--- config.mk ---
export PLATFORM = sky130hd
export DESIGN_NAME = int_to_decimal_string_flat
export DESIGN_NICKNAME = d
export VERILOG_FILES = /design/src/hdl/i2ds_pkg.sv /design/src/hdl/i2ds_num_if.sv /design/src/hdl/i2ds_text_if.sv /design/src/hdl/i2ds_front.sv /design/src/hdl/i2ds_back.sv /design/src/hdl/int_to_decimal_string.sv /design/src/flat_wrapper.sv
export SDC_FILE = /design/constraint.sdc
export NUM_CORES = 1
export LEC_CHECK = 0
export ABC_CLOCK_PERIOD_IN_PS = 8200
export BUFFER_PORTS_ARGS = -buffer_cell sky130_fd_sc_hd__buf_2
export CORE_UTILIZATION = 55
export CTS_CLUSTER_SIZE = 20
export DETAILED_ROUTE_END_ITERATION = 7
export PLACE_DENSITY = 0.78
export SLEW_MARGIN = 5
export SYNTH_ARGS = -nofsm -noshare
export SYNTH_HDL_FRONTEND = slang
export SYNTH_SLANG_ARGS = --single-unit
--- constraint.sdc ---
create_clock -name clk -period 8.2 [get_ports clk]
set_clock_uncertainty 0.05 [all_clocks]
set_input_delay 0.41 -clock clk [delete_from_list [all_inputs] [get_ports clk]]
set_output_delay 0.41 -clock clk [all_outputs]
set_load 0.02 [all_outputs]
--- src/hdl/i2ds_pkg.sv ---
// Shared constants and types of the integer to decimal string converter.
// Used by the channel interfaces, every RTL module and the checker.
`default_nettype none

package i2ds_pkg;

  // Width of the two's complement input value.
  localparam int VALUE_BITS = 32;
  // Decimal digits needed for the largest magnitude, 2**(VALUE_BITS-1).
  // 1233 / 4096 is a close lower bound on log10(2).
  localparam int DIGITS = ((VALUE_BITS * 1233) >> 12) + 1;
  // Width of the internal string length (sign plus digits).
  localparam int LEN_BITS = $clog2(DIGITS + 2);
  localparam int DIDX_BITS = (DIGITS > 1) ? $clog2(DIGITS) : 1;
  localparam int STEP_BITS = (VALUE_BITS > 1) ? $clog2(VALUE_BITS) : 1;

  localparam int CAP_BITS = 8;
  localparam int CH_BITS = 7;
  localparam int LENGTH_BITS = 4;

  // Depth of the queue between front and back; a power of two.
  localparam int QUEUE_DEPTH = 2;
  localparam int QPTR_BITS = (QUEUE_DEPTH > 1) ? $clog2(QUEUE_DEPTH) : 1;

  localparam logic [CH_BITS-1:0] CH_NUL = 7'h00;
  localparam logic [CH_BITS-1:0] CH_MINUS = 7'h2D;
  localparam logic [CH_BITS-1:0] CH_ZERO = 7'h30;

  // One classified conversion job handed from the front to the back.
  typedef struct packed {
    logic [VALUE_BITS-1:0] mag;
    logic neg;
    logic [CAP_BITS-1:0] cap;
  } job_t;

endpackage

`default_nettype wire

--- src/hdl/i2ds_num_if.sv ---
// Channel interface that carries one input value and its buffer capacity.
// Depends on i2ds_pkg for the field widths.
`default_nettype none

interface i2ds_num_if;
  logic valid;
  logic ready;
  logic signed [i2ds_pkg::VALUE_BITS-1:0] value;
  logic [i2ds_pkg::CAP_BITS-1:0] capacity;

  modport source (output valid, value, capacity, input ready);
  modport sink (input valid, value, capacity, output ready);
endinterface

`default_nettype wire

--- src/hdl/i2ds_text_if.sv ---
// Channel interface that carries one character of the decimal string.
// Depends on i2ds_pkg for the field widths.
`default_nettype none

interface i2ds_text_if;
  logic valid;
  logic ready;
  logic [i2ds_pkg::CH_BITS-1:0] ch;
  logic last;
  logic fits;
  logic [i2ds_pkg::LENGTH_BITS-1:0] length;

  modport source (output valid, ch, last, fits, length, input ready);
  modport sink (input valid, ch, last, fits, length, output ready);
endinterface

`default_nettype wire

--- src/hdl/i2ds_front.sv ---
// Front part: accepts input values, splits sign and magnitude, and queues jobs.
// Depends on i2ds_pkg and i2ds_num_if.
`default_nettype none

module i2ds_front (
  input  wire logic clk,
  input  wire logic rst,
  i2ds_num_if.sink number,
  output i2ds_pkg::job_t job,
  output logic job_valid,
  input  wire logic job_ready
);

  i2ds_pkg::job_t queue [i2ds_pkg::QUEUE_DEPTH];
  logic [i2ds_pkg::QPTR_BITS-1:0] wr_ptr;
  logic [i2ds_pkg::QPTR_BITS-1:0] rd_ptr;
  logic [i2ds_pkg::QPTR_BITS:0] count;
  logic [i2ds_pkg::VALUE_BITS-1:0] raw;
  logic push;
  logic pop;
  i2ds_pkg::job_t classified;

  assign raw = number.value;

  always_comb begin
    classified.neg = raw[i2ds_pkg::VALUE_BITS-1];
    // Unsigned negate, so the most negative value keeps its full magnitude.
    classified.mag = classified.neg ? (~raw + 1'b1) : raw;
    classified.cap = number.capacity;
  end

  assign number.ready = (count != (i2ds_pkg::QPTR_BITS + 1)'(i2ds_pkg::QUEUE_DEPTH));
  assign job_valid = (count != '0);
  assign job = queue[rd_ptr];
  assign push = number.valid && number.ready;
  assign pop = job_valid && job_ready;

  always_ff @(posedge clk) begin
    if (push) begin
      queue[wr_ptr] <= classified;
    end
    if (rst) begin
      wr_ptr <= '0;
      rd_ptr <= '0;
      count <= '0;
    end else begin
      if (push) begin
        wr_ptr <= wr_ptr + 1'b1;
      end
      if (pop) begin
        rd_ptr <= rd_ptr + 1'b1;
      end
      if (push && !pop) begin
        count <= count + 1'b1;
      end else if (pop && !push) begin
        count <= count - 1'b1;
      end
    end
  end

endmodule

`default_nettype wire

--- src/hdl/i2ds_back.sv ---
// Back part: binary to BCD by shift-add-3, length check, and character emission.
// Depends on i2ds_pkg and i2ds_text_if.
`default_nettype none

module i2ds_back (
  input  wire logic clk,
  input  wire logic rst,
  input  wire i2ds_pkg::job_t job,
  input  wire logic job_valid,
  output logic job_ready,
  i2ds_text_if.source text
);

  typedef enum logic [2:0] {
    IDLE,
    CONV,
    SIZE,
    SIGN,
    DIGIT,
    TERM
  } state_t;

  state_t state;
  logic [i2ds_pkg::VALUE_BITS-1:0] shifter;
  logic [i2ds_pkg::DIGITS*4-1:0] bcd;
  logic [i2ds_pkg::DIGITS*4-1:0] bcd_adj;
  logic [i2ds_pkg::STEP_BITS-1:0] step;
  logic neg;
  logic [i2ds_pkg::CAP_BITS-1:0] cap;
  logic [i2ds_pkg::LEN_BITS-1:0] len;
  logic [i2ds_pkg::LEN_BITS-1:0] len_next;
  logic [i2ds_pkg::LEN_BITS-1:0] ndig;
  logic fits;
  logic fits_next;
  logic [i2ds_pkg::DIDX_BITS-1:0] dptr;
  logic [3:0] cur_digit;
  logic slot_free;
  logic emit;

  assign job_ready = (state == IDLE);
  assign slot_free = !text.valid || text.ready;
  // A new character is loaded into the output register this cycle.
  assign emit = slot_free && (state inside {SIGN, DIGIT, TERM});
  assign cur_digit = bcd[dptr*4 +: 4];

  // Add 3 to every BCD digit of 5 or more before the next shift.
  always_comb begin
    logic [3:0] d;
    for (int i = 0; i < i2ds_pkg::DIGITS; i++) begin
      d = bcd[i*4 +: 4];
      bcd_adj[i*4 +: 4] = (d >= 4'd5) ? (d + 4'd3) : d;
    end
  end

  // Digit count: position of the highest nonzero digit, at least one.
  always_comb begin
    ndig = (i2ds_pkg::LEN_BITS)'(1);
    for (int i = 0; i < i2ds_pkg::DIGITS; i++) begin
      if (bcd[i*4 +: 4] != 4'd0) begin
        ndig = (i2ds_pkg::LEN_BITS)'(i + 1);
      end
    end
    len_next = ndig + (i2ds_pkg::LEN_BITS)'(neg);
    fits_next = (cap > (i2ds_pkg::CAP_BITS)'(len_next));
  end

  always_ff @(posedge clk) begin
    if (rst) begin
      state <= IDLE;
      text.valid <= 1'b0;
    end else begin
      if (text.valid && text.ready && !emit) begin
        text.valid <= 1'b0;
      end
      case (state)
        IDLE: begin
          if (job_valid) begin
            shifter <= job.mag;
            neg <= job.neg;
            cap <= job.cap;
            bcd <= '0;
            step <= '0;
            state <= CONV;
          end
        end
        CONV: begin
          bcd <= {bcd_adj[i2ds_pkg::DIGITS*4-2:0], shifter[i2ds_pkg::VALUE_BITS-1]};
          shifter <= shifter << 1;
          step <= step + 1'b1;
          if (step == (i2ds_pkg::STEP_BITS)'(i2ds_pkg::VALUE_BITS - 1)) begin
            state <= SIZE;
          end
        end
        SIZE: begin
          len <= len_next;
          fits <= fits_next;
          dptr <= (i2ds_pkg::DIDX_BITS)'(ndig - 1'b1);
          if (!fits_next) begin
            state <= TERM;
          end else if (neg) begin
            state <= SIGN;
          end else begin
            state <= DIGIT;
          end
        end
        SIGN: begin
          if (slot_free) begin
            text.valid <= 1'b1;
            text.ch <= i2ds_pkg::CH_MINUS;
            text.last <= 1'b0;
            text.fits <= 1'b1;
            text.length <= '0;
            state <= DIGIT;
          end
        end
        DIGIT: begin
          if (slot_free) begin
            text.valid <= 1'b1;
            text.ch <= i2ds_pkg::CH_ZERO + (i2ds_pkg::CH_BITS)'(cur_digit);
            text.last <= 1'b0;
            text.fits <= 1'b1;
            text.length <= '0;
            if (dptr == '0) begin
              state <= TERM;
            end else begin
              dptr <= dptr - 1'b1;
            end
          end
        end
        TERM: begin
          if (slot_free) begin
            text.valid <= 1'b1;
            text.ch <= i2ds_pkg::CH_NUL;
            text.last <= 1'b1;
            text.fits <= fits;
            text.length <= fits ? (i2ds_pkg::LENGTH_BITS)'(len) : '0;
            state <= IDLE;
          end
        end
        default: begin
          state <= IDLE;
        end
      endcase
    end
  end

endmodule

`default_nettype wire

--- src/hdl/int_to_decimal_string.sv ---
// Top level of the signed integer to decimal ASCII string converter.
// Depends on i2ds_pkg, i2ds_num_if, i2ds_text_if, i2ds_front and i2ds_back.
//
// Each transaction on the number channel carries a two's complement value and
// the capacity of the destination buffer, counted with its terminating NUL.
// The block answers with one transaction per character on the text channel:
// an optional '-', the decimal digits most significant first, and a NUL whose
// transaction has last set and carries the string length without the NUL.
// When the buffer is too small for string and NUL, a single transaction with
// a NUL character, last set, fits clear and length zero is sent instead.
// The front part classifies the value into sign and magnitude and holds up to
// two jobs in a small queue, so new values are taken while a conversion runs.
// The back part converts one job at a time: it loads the job, runs one
// shift-add-3 step per value bit, sizes the string, then sends the
// characters one by one, the NUL included, and waits while the output
// register holds a character not yet taken. Characters leave through that
// register, so once the NUL is loaded the back part takes and converts the
// next job while the NUL waits to be taken. Nothing is kept from one
// value to the next.
`default_nettype none

module int_to_decimal_string (
  input  wire logic clk,
  input  wire logic rst,
  i2ds_num_if.sink number,
  i2ds_text_if.source text
);

  i2ds_pkg::job_t job;
  logic job_valid;
  logic job_ready;

  // Sign and magnitude split plus the job queue.
  i2ds_front u_front (
    .clk       (clk),
    .rst       (rst),
    .number    (number),
    .job       (job),
    .job_valid (job_valid),
    .job_ready (job_ready)
  );

  // BCD conversion, size check and character output.
  i2ds_back u_back (
    .clk       (clk),
    .rst       (rst),
    .job       (job),
    .job_valid (job_valid),
    .job_ready (job_ready),
    .text      (text)
  );

endmodule

`default_nettype wire

--- src/flat_wrapper.sv ---
// flat-port wrapper written by rule: the top's interface ports become plain ports
module int_to_decimal_string_flat 
  (clk, rst, number_valid, number_value, number_capacity, number_ready, text_valid, text_ch, text_last, text_fits, text_length, text_ready);
  i2ds_num_if number_i ();
  i2ds_text_if text_i ();
  input  wire logic clk;
  input  wire logic rst;
  input wire logic [$bits(number_i.valid)-1:0] number_valid;
  input wire logic [$bits(number_i.value)-1:0] number_value;
  input wire logic [$bits(number_i.capacity)-1:0] number_capacity;
  output wire logic [$bits(number_i.ready)-1:0] number_ready;
  output wire logic [$bits(text_i.valid)-1:0] text_valid;
  output wire logic [$bits(text_i.ch)-1:0] text_ch;
  output wire logic [$bits(text_i.last)-1:0] text_last;
  output wire logic [$bits(text_i.fits)-1:0] text_fits;
  output wire logic [$bits(text_i.length)-1:0] text_length;
  input wire logic [$bits(text_i.ready)-1:0] text_ready;
  assign number_i.valid = number_valid;
  assign number_i.value = number_value;
  assign number_i.capacity = number_capacity;
  assign number_ready = number_i.ready;
  assign text_valid = text_i.valid;
  assign text_ch = text_i.ch;
  assign text_last = text_i.last;
  assign text_fits = text_i.fits;
  assign text_length = text_i.length;
  assign text_i.ready = text_ready;
  int_to_decimal_string u_core (.clk(clk), .rst(rst), .number(number_i), .text(text_i));
endmodule
### Word-level counts from Yosys, hierarchy flattened

Memories as Yosys holds them, arrays and structs flattened. A register that Yosys moved wholly into a read port is not among the register bits.
Cells that the tools add are included.

* memories kept: 1
* RAM bits: 82
* bits of input ports: 44
* register bits: 116
* logic and storage cells: 165

* order comparisons: 11
* bitwise logic cells: 2
* shift-type cells: 1
* $add $sub $neg: 20
* eq/ne operators: 15
* reductions and logical operators: 38
* muxes and demuxes: 60

Memory list
* u_core.u_front.queue: depth 2, bits a word 41, read ports 1, clocked after Yosys merged registers in 1, write ports 1, RTL line i2ds_front.sv:14 `i2ds_pkg::job_t queue [i2ds_pkg::QUEUE_DEPTH];`

Operators by type and width (number)
* $mux W4: 22
* $pmux W40 S2: 1
* $mux W32: 2
* $pmux W32 S2: 1
* $ge A4 B3 Y1 const B: 10
* $mux W40: 1
* $shiftx A40 B7 Y4: 1
* $add A4 B2 Y4 const B: 9
* $reduce_bool A4 Y1: 9
* $add A32 B1 Y32 const B: 1
* $not A32 Y32: 1
* $mux W3: 9
* $mux W7: 3
* $pmux W7 S3: 1
* $pmux W3 S6: 1
* $pmux W4 S2: 2
* $ne A2 B2 Y1 const B: 7
* $mux W1: 10
* $pmux W5 S2: 1
* $reduce_bool A2 Y1: 5
* $gt A8 B4 Y1: 1
* $reduce_and A4 Y1: 2
* $sub A4 B1 Y4 const B: 2
* $add A6 B4 Y7 const A: 1
* 27 further kinds: 44

### Logic depth before layout (Yosys ltp)

* word-level depth: 14
* depth in mapped cells: 15
* depth with buffers taken out: 15

### Hierarchy

A second synthesis with hierarchy kept.

* cells, all modules: 811
* area total of the unflattened synthesis: 9912.0 µm²

By module, submodules not included
* i2ds_back: seq. area each 3293.2 µm², times used 1, cells an instance 560, area an instance 6003.3 µm²
* i2ds_front: seq. area each 2562.5 µm², times used 1, cells an instance 251, area an instance 3908.7 µm²

### Worst setup path before layout

Ideal clock, no wire load.

* kind: flip-flop to flip-flop
* from: register u_core.u_back.state[0]
* to: register u_core.u_back.bcd[0] (netlist bit), enable pin
* path slack: -0.498 ns
* stages on the path, launching flop included: 4
* period minus slack after synthesis: 8.698 ns
* arrival: 7.946 ns
* setup time: 0.702 ns
* buffers on the path: 1
* cells stage by stage: dfxtp_1 clkbuf_1 nor3_1 nor4_1

* word-level cells in the longest chain between the ends: 3
* elaborated cells between the ends (all ways): 5

RTL lines
* start, declared: RTL line i2ds_back.sv:23 `state_t state;`
* start signal, assigned: RTL line i2ds_back.sv:69 `state <= IDLE;`
* start signal, assigned: RTL line i2ds_back.sv:83 `state <= CONV;`
* start signal, assigned: RTL line i2ds_back.sv:91 `state <= SIZE;`
* $eq A3 B1 Y1 or $logic_not A3 Y1 (tied branches): RTL line i2ds_back.sv:75 `case (state)`
* $reduce_bool A2 Y1 (no source line) or $ne A2 B2 Y1 (tied branches)
* $reduce_and A3 Y1 (no source line) *
* end signal, assigned: RTL line i2ds_back.sv:87 `bcd <= {bcd_adj[i2ds_pkg::DIGITS*4-2:0], shifter[i2ds_pkg::VALUE_BITS-1]};`
* end, declared: RTL line i2ds_back.sv:25 `logic [i2ds_pkg::DIGITS*4-1:0] bcd;`

Every way passes the cells marked *; elsewhere a longest branch is shown, timed or not.
A chain may end at the register's enable or synchronous reset.

### Worst setup path after layout

* from: register u_core.u_back.bcd[8] (netlist bit)
* to: register u_core.u_back.state[0]

* word-level cells in the longest chain between the ends: 13

RTL lines
* $reduce_bool A4 Y1: RTL line i2ds_back.sv:59 `if (bcd[i*4 +: 4] != 4'd0) begin`
* $mux W4 (8 in a row): RTL line i2ds_back.sv:59
* $add A4 B1 Y4: RTL line i2ds_back.sv:63 `len_next = ndig + (i2ds_pkg::LEN_BITS)'(neg);`
* $gt A8 B4 Y1: RTL line i2ds_back.sv:64 `fits_next = (cap > (i2ds_pkg::CAP_BITS)'(len_next));`
* named net u_core.u_back.fits_next: RTL line i2ds_back.sv:34 `logic fits_next;`
* $mux W3: RTL line i2ds_back.sv:98 `if (!fits_next) begin`
* $pmux W3 S6: RTL line i2ds_back.sv:75
* end signal, assigned: RTL line i2ds_back.sv:69
* end signal, assigned: RTL line i2ds_back.sv:99 `state <= TERM;`
* end signal, assigned: RTL line i2ds_back.sv:101 `state <= SIGN;`

The timed path passes the listed nets, and every way through them passes these cells.

==> impl_metrics.tcl <==
set metrics [dict create \
    dp.cells 1023 \
    dp_slack_ps 4600 \
    ant_nets 0 \
    clockRootBuffer "clkbuf_16" \
    drive_gt1_share_pct 14.9 \
    grt_max_degree 78 \
    cp-start-kind "flop" \
    hold_start "number_capacity[6]" \
    routabilityCongestion 0.824 \
    status "completed" \
    p_int_w 0.00216 \
    max_freq_mhz 273 \
    grt_pass1_wl_um 27700 \
    cts_setup_buffers 0 \
    fin_crit_ps 3670 \
    clkPwrFrac_pct 24.3 \
    drt_iter0_markers 482 \
    holdPathEnd "u_core.u_front.queue[0][6]" \
    wl_um 16900 \
    wl_per_cell_um 16.0 \
    async_flop_share_pct 0 \
    nets 897 \
    vias 5991 \
    cts_made_buffers 17 \
    io_pins 59 \
    dr.pass1.iters 6 \
    netlist.area_leader.share_pct 59.5 \
    slowest_stage "edfxtp_1" \
    yosysMostFrequentCell "edfxtp_1" \
    fin_setup_tns_ps 0 \
    ys_seq_area_share_pct 61.4 \
    fin_cells 1055 \
    p_sw_share_pct 32.1 \
    p_sw_w 0.00102 \
    setup_slack_ps 4530 \
    fp.dieArea_um2 17900 \
    syn_nets 846 \
    criticalPathCategory "flop to flop" \
    cts.reportedPaths.clkPinSlew_ps 70 \
    yosysTopAreaCell "edfxtp_1" \
    vdd_ir_drop_max_mv 0.153 \
    grt_overflow 0 \
    fin_crit_sh_pct 44.7 \
    cpPeakStageDelay_ps 420 \
    crit_buf_inv 1 \
    synth-warning-count 0 \
    syn2layout_area_growth_pct 10.8 \
    io_buffers 57 \
    netlist_top_cells_area "edfxtp_1 (59%), mux2i_1 (4.4%), ha_1 (4.1%), xnor2_1 (3.8%), nand2_1 (3.3%)" \
    core_um2 16800 \
    syn_area_per_cell_um2 12.4 \
    r2r_end "u_core.u_back.state[0]" \
    die_w_um 134 \
    synth_seq_cells 198 \
    cts.sinks 198 \
    r2r_cells 15 \
    r2r_slack_ps 4530 \
    synth_common_cells "edfxtp_1 (189), nand2_1 (83), nor2_1 (65)" \
    start_util_pct 56.9 \
    clk_path_buf_depth 2 \
    slew_violations 0 \
    whs_path_depth 1 \
    powerDensity_nw_per_um2 301 \
    synthCells 771 \
    drc 0 \
    crit_arrival_ps 3980 \
    holdWs_ps 121 \
    fillers 1290 \
    grt_pass1_vias 5816 \
    clkLatencyLatePin_ps 430 \
    finalSetupViolations 0 \
    diodes 0 \
    finalHoldViolCount 0 \
    path_max_fanout 5 \
    cts.repair.resized 0 \
    cellLeakagePower_nw 3.74 \
    rsz0062_at_grt "no" \
    drt-vias-per-instance 5.68 \
    r2r-start "u_core.u_back.bcd[8]" \
    htreeDepth 4 \
    crit_required_ps 8510 \
    relSlewSlack_pct 21.6 \
    synth-edff-count 189 \
    maxCapViolCount 0 \
    cts_tree "done" \
    path_cells "inv_1 > ha_1 > or3b_1 > o2111ai_1 > a41oi_1 > o21a_1 > ha_1 > ha_1 > xor2_1 > ha_1 > nand2_1 > o21ai_0 > a21o_1 > a311o_1 > a21oi_1" \
    dpl.hpwl_um 11500 \
    rows 47 \
    final_util_pct 63.1 \
    crit_family "compound AO/OA/AOI/OAI gates" \
    cts_hold_buf 0 \
    antenna_found_initial 0 \
    critPathCaptureType "flop" \
    worst-slew-pin-transition_ps 1170 \
    pwr-share-comb_pct 25.6 \
    synth_cell_types 60 \
    grtUsageTotal_pct 19.8 \
    fp.dieH_um 134 \
    synth_area_um2 9540 \
    synthFlopType "edfxtp_1" \
    seqPwrFrac_pct 50.1 \
    path_common_cell "ha_1" \
    hp-class "input pin to flop" \
]
## per-stage QoR
step | cell area [um2] | total power, W
final | 10600 | 0.00318
after global placement | 10000 | 0.00237
after floorplan | 9550 | 0.00222
after detailed placement | 10000 | 0.00243
after CTS | 10600 | 0.00321
after global routing | 10600 | 0.00337
## cell families after synthesis
kind of cell | share of synthesized area (%)
adder cells (fa/ha/maj) | 4.07
AO/OA/AOI/OAI | 8.51
buffers and inverters | 2.49
XOR/XNOR | 5.23
other | 0.0393
AND/OR/NAND/NOR | 11.5
multiplexers | 6.77
flip-flops | 61.4
## registers in the layout (all words and copies together) (netlist names), 2 cells and up, named ones only
name / count
u_core.u_back.shifter: 32
u_core.u_back.cap: 8
u_core.u_back.dptr: 4
u_core.u_back.bcd: 40
u_core.u_front.queue: 82
u_core.u_back.len: 4
u_core.u_back.text.ch: 6
u_core.u_back.state: 3
u_core.u_back.text.length: 4
u_core.u_front.count: 2
u_core.u_back.step: 5
## layer usage
layer,GRT usage (%),part of all wire (%),vias up
met3,4.64,3.6,18
li1,-,-,2917
met1,24.0,43,2935
met5,0,0,-
met4,6.12,1.2,0
met2,34.9,52,121
## cell type report
type	instances	area (um2)	area share [%]
clock buffers	17	425	4.02
clock inverters	15	118	1.11
inverters	32	120	1.14
multi-input cells	513	3470	32.8
flip-flops and latches	198	5860	55.4
well taps	220	275	2.60
repair buffers	60	308	2.91
## worst max-delay path by stage
stage,slack (ps),startpoint,endpoint,cells after the start
CTS,4560,u_core.u_back.bcd[8],u_core.u_back.state[0],15
detailed placement,4600,u_core.u_back.bcd[8],u_core.u_back.state[0],15
global route,4270,u_core.u_back.bcd[20],u_core.u_back.state[0],12
floorplan,2760,u_core.u_back.state[0],u_core.u_back.bcd[0],3
finish,4530,u_core.u_back.bcd[8],u_core.u_back.state[0],15
global placement,4740,u_core.u_back.bcd[8],u_core.u_back.state[0],15
## power by group through the flow
stage / combinational, W / clock, W / sequential, W
2_1_floorplan: 0.000643 / 0 / 0.00157
6_report: 0.000815 / 0.000773 / 0.00159
4_1_cts: 0.000828 / 0.000783 / 0.00159
5_1_grt: 0.000925 / 0.000823 / 0.00162
3_5_place_dp: 0.000820 / 0 / 0.00161
3_3_place_gp: 0.000774 / 0 / 0.00160
## cell usage in the layout, fill, tap and decap left out, types with 4 or more instances in the layout
cell / netlist / routed
inv_1: 31 / 31
nand2b_1: 15 / 15
o31ai_1: 8 / 8
or3_1: 4 / 4
edfxtp_1: 189 / 189
mux4_2: 4 / 4
xor2_1: 16 / 16
nand2_1: 83 / 83
o41ai_1: 4 / 4
a21oi_1: 42 / 42
nor2_1: 65 / 64
mux2i_1: 42 / 42
nor3b_1: 5 / 5
dfxtp_1: 9 / 8
nor3_1: 15 / 15
and3_1: 10 / 9
mux2_2: 12 / 12
xnor2_1: 41 / 41
ha_1: 31 / 31
inv_6: 0 / 4
nand3_1: 6 / 6
clkbuf_16: 0 / 17
buf_2: 1 / 57
or3b_2: 4 / 4
o21ai_0: 59 / 59
## worst reg2reg max path: cells and delay by family, from the launching register on
| family | cells | cell delay [ps] |
|---|---|---|
| AO/OA/AOI/OAI | 7 | 1380 |
| adder cells (fa/ha/maj) | 4 | 1020 |
| AND/OR/NAND/NOR | 2 | 450 |
| flip-flops | 1 | 420 |
| XOR/XNOR | 1 | 180 |
| buffers and inverters | 1 | 130 |
Power figures use the tool's default switching activity.
